File: config.mk
export PLATFORM = sky130hd
export DESIGN_NAME = vptw_div
export DESIGN_NICKNAME = d
export VERILOG_FILES = /design/src/sv/vptw_pkg.sv /design/src/sv/vptw_div.sv
export SDC_FILE = /design/constraint.sdc
export NUM_CORES = 1
export LEC_CHECK = 0
export BUFFER_PORTS_ARGS = -buffer_cell sky130_fd_sc_hd__buf_4
export CORE_MARGIN = 1.5
export CORE_UTILIZATION = 54
export CTS_CLUSTER_SIZE = 12
export DETAILED_ROUTE_END_ITERATION = 12
export PLACE_DENSITY = 0.72
export SYNTH_ARGS = -nofsm -noshare
export SYNTH_HDL_FRONTEND = slang
export SYNTH_SLANG_ARGS = --single-unit
File: constraint.sdc
create_clock -name i_clk -period 24.2 [get_ports i_clk]
set_clock_uncertainty 0.1 [all_clocks]
set_input_delay 1.21 -clock i_clk [delete_from_list [all_inputs] [get_ports i_clk]]
set_output_delay 1.21 -clock i_clk [all_outputs]
set_load 0.01 [all_outputs]
File: src/sv/vptw_pkg.sv
// Shared types, codes, constants and helpers of the vertex projection block.
package vptw_pkg;

    // Default number of fraction bits of the fixed-point format.
    localparam int FRAC_BITS_DEFAULT = 16;

    // Widths fixed by the item and register definitions.
    localparam int DATA_W    = 32;
    localparam int VP_W      = 15;
    localparam int CFG_IDX_W = 2;

    // Reset values of the viewport size registers.
    localparam logic [VP_W-1:0] VP_WIDTH_RESET  = VP_W'(640);
    localparam logic [VP_W-1:0] VP_HEIGHT_RESET = VP_W'(480);

    // Operation codes of an input item.
    localparam logic [1:0] OP_WRITE_MODEL = 2'd0;
    localparam logic [1:0] OP_WRITE_PROJ  = 2'd1;
    localparam logic [1:0] OP_PROJECT     = 2'd2;

    // Configuration register indexes.
    localparam logic [CFG_IDX_W-1:0] CFG_VIEWPORT_X      = 2'd0;
    localparam logic [CFG_IDX_W-1:0] CFG_VIEWPORT_Y      = 2'd1;
    localparam logic [CFG_IDX_W-1:0] CFG_VIEWPORT_WIDTH  = 2'd2;
    localparam logic [CFG_IDX_W-1:0] CFG_VIEWPORT_HEIGHT = 2'd3;

    // Two matrix passes of four rows by four columns.
    localparam int MAC_STEPS = 32;
    localparam int STEP_W    = $clog2(MAC_STEPS);

    // Quotient bits retired per divider cycle.
    localparam int DIV_BITS = 4;

    // Width of the common saturation input.
    localparam int SAT_W = 72;
    localparam logic signed [SAT_W-1:0] SAT_HI = 72'sd2147483647;
    localparam logic signed [SAT_W-1:0] SAT_LO = -72'sd2147483648;

    typedef struct packed {
        logic [1:0]               operation;
        logic [3:0]               entry_index;
        logic signed [DATA_W-1:0] entry_value;
        logic signed [DATA_W-1:0] obj_x;
        logic signed [DATA_W-1:0] obj_y;
        logic signed [DATA_W-1:0] obj_z;
    } t_in_item;

    typedef struct packed {
        logic                     ok;
        logic signed [DATA_W-1:0] win_x;
        logic signed [DATA_W-1:0] win_y;
        logic signed [DATA_W-1:0] win_z;
    } t_out_item;

    typedef enum logic [3:0] {
        ST_IDLE,
        ST_MAC,
        ST_DRAIN,
        ST_CHECK,
        ST_DIV_GO,
        ST_DIV_WAIT,
        ST_VIEW_X,
        ST_VIEW_Y,
        ST_VIEW_END,
        ST_DONE
    } t_state;

    // Position of a product in the multiply-accumulate pipeline.
    typedef struct packed {
        logic       pass;
        logic [1:0] row;
        logic [1:0] col;
    } t_mac_tag;

    function automatic logic signed [DATA_W-1:0] f_sat32(input logic signed [SAT_W-1:0] v);
        logic signed [DATA_W-1:0] r;
        if (v > SAT_HI) begin
            r = SAT_HI[DATA_W-1:0];
        end else if (v < SAT_LO) begin
            r = SAT_LO[DATA_W-1:0];
        end else begin
            r = v[DATA_W-1:0];
        end
        return r;
    endfunction

endpackage

File: src/sv/vptw_div.sv
// Iterative signed divider: (num * 2^FRAC_BITS) / den, truncated toward zero, saturated.
module vptw_div
    import vptw_pkg::*;
#(
    parameter int FRAC_BITS = FRAC_BITS_DEFAULT
) (
    input  logic                     i_clk,
    input  logic                     i_rst_n,
    input  logic                     i_start,
    input  logic signed [DATA_W-1:0] i_num,
    input  logic signed [DATA_W-1:0] i_den,
    output logic                     o_done,
    output logic signed [DATA_W-1:0] o_quot
);

    localparam int NUM_W = DATA_W + FRAC_BITS;
    localparam int STEPS = (NUM_W + DIV_BITS - 1) / DIV_BITS;
    localparam int QW    = STEPS * DIV_BITS;
    localparam int CNT_W = $clog2(STEPS + 1);

    logic              r_busy;
    logic              r_done;
    logic [CNT_W-1:0]  r_cnt;
    logic [QW-1:0]     r_quo;
    logic [DATA_W:0]   r_rem;
    logic [DATA_W-1:0] r_den;
    logic              r_neg;

    logic signed [DATA_W:0] w_num_ext;
    logic signed [DATA_W:0] w_den_ext;
    logic [DATA_W:0]        w_num_mag;
    logic [DATA_W:0]        w_den_mag;
    logic [QW-1:0]          w_quo;
    logic [DATA_W:0]        w_rem;
    logic signed [QW:0]     w_q_signed;

    assign w_num_ext = {i_num[DATA_W-1], i_num};
    assign w_den_ext = {i_den[DATA_W-1], i_den};
    assign w_num_mag = i_num[DATA_W-1] ? -w_num_ext : w_num_ext;
    assign w_den_mag = i_den[DATA_W-1] ? -w_den_ext : w_den_ext;

    // Restoring division, several quotient bits per cycle.
    always_comb begin
        w_rem = r_rem;
        w_quo = r_quo;
        for (int j = 0; j < DIV_BITS; j++) begin
            w_rem = {w_rem[DATA_W-1:0], w_quo[QW-1]};
            w_quo = {w_quo[QW-2:0], 1'b0};
            if (w_rem >= {1'b0, r_den}) begin
                w_rem    = w_rem - {1'b0, r_den};
                w_quo[0] = 1'b1;
            end
        end
    end

    always_ff @(posedge i_clk) begin
        if (!i_rst_n) begin
            r_busy <= 1'b0;
            r_done <= 1'b0;
            r_cnt  <= '0;
        end else begin
            r_done <= r_busy && (r_cnt == CNT_W'(1));
            if (i_start) begin
                r_busy <= 1'b1;
                r_cnt  <= CNT_W'(STEPS);
            end else if (r_busy) begin
                r_cnt <= r_cnt - CNT_W'(1);
                if (r_cnt == CNT_W'(1)) begin
                    r_busy <= 1'b0;
                end
            end
        end
    end

    always_ff @(posedge i_clk) begin
        if (i_start) begin
            r_quo <= QW'({w_num_mag[DATA_W-1:0], {FRAC_BITS{1'b0}}});
            r_rem <= '0;
            r_den <= w_den_mag[DATA_W-1:0];
            r_neg <= i_num[DATA_W-1] ^ i_den[DATA_W-1];
        end else if (r_busy) begin
            r_quo <= w_quo;
            r_rem <= w_rem;
        end
    end

    assign w_q_signed = r_neg ? -$signed({1'b0, r_quo}) : $signed({1'b0, r_quo});
    assign o_quot     = f_sat32($signed({{(SAT_W-QW-1){w_q_signed[QW]}}, w_q_signed}));
    assign o_done     = r_done;

endmodule

# Word-level counts from Yosys, hierarchy flattened
# Index checks and enable logic that the tools add are counted.
# Widths: inputs -> output; s select.
[word_totals]
output_inout_bits = 33
elab_cells = 50
in_bits = 67
register_bits = 119
[classes]
reduce_logical = 3
n_mux = 20
bitwise_logic = 2
order_cmp = 6
n_eq_ne = 1
addsub = 8
[op_table]
columns = ["op", "n"]
rows = [
  ["$mux 32", 7],
  ["$ge 33x32->1", 4],
  ["$sub 32x32->32", 4],
  ["$mux 48", 2],
  ["$neg 32->32", 2],
  ["$gt 49x32->1 const B", 1],
  ["$lt 49x32->1 const B", 1],
  ["$mux 49", 1],
  ["$neg 48->49", 1],
  ["$mux 31", 1],
  ["$mux 4", 2],
  ["$mux 1", 7],
  ["$eq 4x1->1 const B", 1],
  ["$sub 4x1->4 const B", 1],
  ["$reduce_bool 2->1", 1],
  ["$reduce_or 2->1", 1],
  ["$logic_and 1x1->1", 1],
  ["$not 1->1", 1],
  ["$xor 1x1->1", 1],
]

# Depth between registers and ports, before layout
[depth]
depth_word = 10
ltp_mapped = 55
depth_no_buf = 48

# Least setup slack after synthesis
# No wires, ideal clock.
[synth_timing]
path_kind = "register to register"
from = "reg r_den[1]"
to = "reg r_rem[13]"
n_path_buf = 7
setup_ps = 86
path_stages_with_launch = 53
arrival_time_ps = 11205
required_ps = 24014
synth_period_minus_slack_ps = 11390
slack_ps = 12810
cell_sequence = "edfxtp_1 > inv_1 > ha_1 > nor2b_1 > o21ai_2 > nand3_2 > a211oi_4 > o2111ai_2 > a21o_1 > buf_4 > clkbuf_1 > o21ai_0 > inv_1 > ha_1 > nor2b_1 > o21bai_1 > a211oi_1 > nor3b_2 > [17 not listed] > buf_4 > buf_4 > a21oi_1 > ha_1 > nor2b_1 > o31ai_1 > a21oi_1 > a21oi_1 > o21ai_1 > a311o_1 > a21o_1 > a21oi_1 > o211ai_1 > a221o_1 > buf_6 > buf_12 > mux2i_1 > a211oi_1"
[synth_via]
elab_chain_len = 8
word_cells_on_any_way = 12
classes_between = "4 x add/sub; 4 x order compare; 4 x mux"
[synth_lines]
columns = ["element", "line_no", "rtl"]
rows = [
  ["from (decl)", "vptw_div.sv:26", "logic [DATA_W-1:0] r_den;"],
  ["from (signal assigned)", "vptw_div.sv:79", "r_den <= w_den_mag[DATA_W-1:0];"],
  ["$sub 32x32->32 or $ge 33x32->1 (tied branches)", "vptw_div.sv:50, vptw_div.sv:49", ""],
  ["$mux 32", "vptw_div.sv:49", "if (w_rem >= {1'b0, r_den}) begin"],
  ["$sub 32x32->32 or $ge 33x32->1 (tied branches)", "vptw_div.sv:50, vptw_div.sv:49", ""],
  ["$mux 32", "vptw_div.sv:49", ""],
  ["$sub 32x32->32 or $ge 33x32->1 (tied branches)", "vptw_div.sv:50, vptw_div.sv:49", ""],
  ["$mux 32", "vptw_div.sv:49", ""],
  ["$sub 32x32->32 or $ge 33x32->1 (tied branches)", "vptw_div.sv:50, vptw_div.sv:49", ""],
  ["$mux 32 *", "vptw_div.sv:49", ""],
  ["to (signal assigned)", "vptw_div.sv:83", "r_rem <= w_rem;"],
  ["to (decl)", "vptw_div.sv:25", "logic [DATA_W:0] r_rem;"],
]
# Mark *: on every way between the ends. The rest lies on a longest branch, timed or not.
# A chain may end at the register's enable or synchronous reset.

# Worst setup path after layout
[layout_timing]
from = "reg r_den[1]"
to = "reg r_rem[2]"
[layout_via]
elab_chain_len = 8
word_cells_on_any_way = 12
classes_between = "4 x add/sub; 4 x order compare; 4 x mux"
[layout_lines]
columns = ["element", "line_no"]
rows = [
  ["$sub 32x32->32 or $ge 33x32->1 (tied branches)", "vptw_div.sv:50, vptw_div.sv:49"],
  ["$mux 32", "vptw_div.sv:49"],
  ["$sub 32x32->32 or $ge 33x32->1 (tied branches)", "vptw_div.sv:50, vptw_div.sv:49"],
  ["$mux 32", "vptw_div.sv:49"],
  ["$ge 33x32->1 or $sub 32x32->32 (tied branches)", "vptw_div.sv:49, vptw_div.sv:50"],
  ["$mux 32", "vptw_div.sv:49"],
  ["$sub 32x32->32 or $ge 33x32->1 (tied branches)", "vptw_div.sv:50, vptw_div.sv:49"],
  ["$mux 32 *", "vptw_div.sv:49"],
]
# Marks and branches as above.

==> results by group <==
Run status
  • Run status: completed

STA
  • Period utilization: 59.48%
  • PnR worst setup slack: ~9800 ps
  • Pins Over Slew Limit: 0
  • RSZ-0062 raised after global routing: false
  • Slew margin rel.: ~18%
  • Final Setup Violations: 0
  • Final Hold Fails: 0
  • Fin Setup TNS: 0 ps
  • Max Clk Rate: 0.06947 GHz
  • Worst slew pin tran: around 1200 ps
  • Min Tclk post-route: 14390 ps

Worst setup path
  • CP bufs+invs: 3
  • Reg2Reg Setup Slack: 9810 ps
  • Crit path required time: approximately 24000 ps
  • Crit. End Element: register
  • Crit-path most repeated cell: a21oi_1
  • Critical Path Fanout Max: 27
  • Critical path class: reg -> reg
  • Slowest CP cell: a21oi_1
  • Slowest stage delay, CP: 850 ps
  • R2r endpoint: r_rem[2]
  • Critical Path AT: approximately 15000 ps
  • Worst reg2reg startpoint: r_den[1]
  • Setup crit start kind: register
  • Delay-heaviest family, CP: compound AO/OA/AOI/OAI gates
  • R2R cell count: 44

Routing
  • Number of DRC markers in iteration 0: 1293
  • TritonRoute pass-1 iters: 7
  • Vias/cell: 6.284
  • Via count: 14404
  • Wirelength, routed: approximately 45 mm
  • DRC viols: 0
  • Avg WL per Cell: roughly 19 um
  • Routed Antenna Nets: 0

Synth
  • Mean post-synth cell area: 7.918 um2
  • Synth top cells by count: nand2_1 (184), o21ai_0 (148), nor2_1 (140)
  • Netlist cell types: 92
  • Seq cells post-synth: 119
  • Gate Count Post-Synth: 1879
  • Share of the synthesized area in the top cell type: 13.12%
  • Post-synth top area cell: edfxtp_1
  • Most common cell in the netlist: nand2_1
  • Sequential share of the synthesized area: 20.39%
  • Async SR Flop Fraction: 0%
  • Dominant synthesized flop cell: edfxtp_1
  • Synth Net Count: 2083
  • Top post-synthesis cells by area: edfxtp_1 (13%), ha_1 (11%), dfxtp_1 (7.3%), xnor2_1 (6.2%), xor2_1 (5.9%)
  • Synth warn: 0
  • EDFF count, synth: 65
  • Synthesized cell area: 14880 um2

Global routing
  • Vias in the first global route: approximately 13000
  • Met2 usage: 50.43%
  • Global-route wire length before repair: roughly 72 mm
  • Met3 global-route usage: 3.905%
  • GRT Max-Usage Layer: met2
  • Gr usage total: 31.52%
  • Total grt overflow: 0
  • Largest net degree at the start of global routing: 75
  • Antenna violations before repair: 0
  • Met1 GRT Util: 44.31%

Clock network
  • CTS tree: built
  • H-tree depth: 4
  • Post CTS Setup Buffer Count: 0
  • Clk sinks: 119
  • Max clock buf depth: 2
  • Clock Pin Slew Worst Setup and Hold Paths: about 70 ps
  • Hold buffers post-CTS: 0
  • Skew-Pair Late Insertion Delay: 440 ps
  • TritonCTS Buffers: 17
  • Post-CTS Resized: 0
  • Root buf cell: clkbuf_16

Floorplan
  • Initial Util: 55.05%
  • Ports: 100
  • Core ar.: 27030 um2
  • Row count: 60
  • Die height: around 170 um
  • Die X: 169.0 um
  • Die ar.: 28560 um2

Placement
  • I/O Buffers: a little under 100
  • Hpwl dp: between 30 and 40 mm
  • Placement Setup Slack: 10250 ps
  • Routability cong.: 0.9826
  • Post-DP Area: 15810 um2

Layout
  • Proportion of layout cells with a drive suffix above 1: 12.10%
  • NumNets Final: 2142
  • Fin util: around three fifths
  • Fin area: 16410 um2
  • Antenna cell count: 0
  • Area Overhead vs Synth: 10.32%

Min path
  • WHS Endpoint: r_cnt[1]
  • Hold_sp: r_cnt[1]
  • Hold crit path type: reg -> reg
  • Hold path depth: 2

Flow run
  • Max-cap viol count: 0
==> worst min-delay path, stage by stage (launching register included) <==
cell      delay [ps]
dfxtp_1          330
nor2_1            90
a211oi_1          50
==> worst max path at each step <==
stage             start   endpoint  slack [ps]  cells after the start
2_1_floorplan  r_den[1]  r_rem[13]       12810                     52
3_3_place_gp   r_den[1]  r_rem[18]       10460                     44
3_5_place_dp   r_den[1]   r_rem[2]       10250                     43
4_1_cts        r_den[1]  r_rem[18]       10120                     44
5_1_grt        r_den[1]  r_rem[30]        9150                     44
6_report       r_den[1]   r_rem[2]        9810                     44
==> layer usage <==
layer  wire length, um  vias up
li1                  -     7070
met1             21150     6753
met2             19790      510
met3              2521       71
met4              1169        0
met5                 0        -
==> area by class of cell <==
| type | count | area (um2) |
|---|---|---|
| multi-input combinational | 1604 | 11200 |
| fill | 2449 | 10610 |
| sequential | 119 | 3034 |
| timing repair buffer | 110 | 825.8 |
| tap | 341 | 426.7 |
| clock buffer | 17 | 425.4 |
| inverter | 86 | 322.8 |
| clock inverter | 15 | 180.2 |
==> flip-flops by register name, indices dropped and copies added (netlist names) <==
signal  count
r_quo      48
r_den      32
r_rem      32
r_cnt       4
o_done      1
r_busy      1
r_neg       1
==> logic make-up (layout without fill, tap and decap cells) <==
| kind of cell | Yosys count | count (layout) | share of synthesized area (%) |
|---|---|---|---|
| muxes | 93 | 93 | 6.711 |
| buffers and inverters | 156 | 228 | 4.398 |
| and+or+nand+nor | 589 | 589 | 19.24 |
| adders and majority gates | 137 | 137 | 11.72 |
| xor gates and xnor gates | 205 | 205 | 12.07 |
| DFF | 119 | 119 | 20.39 |
| AOI/OAI and AO/OA | 580 | 580 | 25.47 |
==> through the flow <==
step | cells | hold WS (ps)
floorplan | 1879 | 363.1
global placement | 2260 | 389.0
detailed placement | 2260 | 394.5
CTS | 2292 | 400.1
global route | 2292 | 421.1
finish | 2292 | 406.6
==> cells in the final DEF, fill, tap and decap left out, types with 19 or more instances in the layout <==
cell type / count
nand4_1: 23
o21a_1: 19
inv_1: 85
nand3_1: 40
buf_4: 110
a21oi_1: 134
o21ai_0: 148
dfxtp_1: 53
mux2_2: 54
o21bai_1: 19
or3_1: 32
o31ai_1: 34
nor3_1: 37
a211oi_1: 35
edfxtp_1: 65
xor2_1: 100
nand2_1: 184
xnor2_1: 105
a21o_1: 54
nor2_1: 139
mux2i_1: 39
ha_1: 133
Power is not shown: default switching activity piles up to over one toggle a cycle in this logic, so the estimate is an artifact.
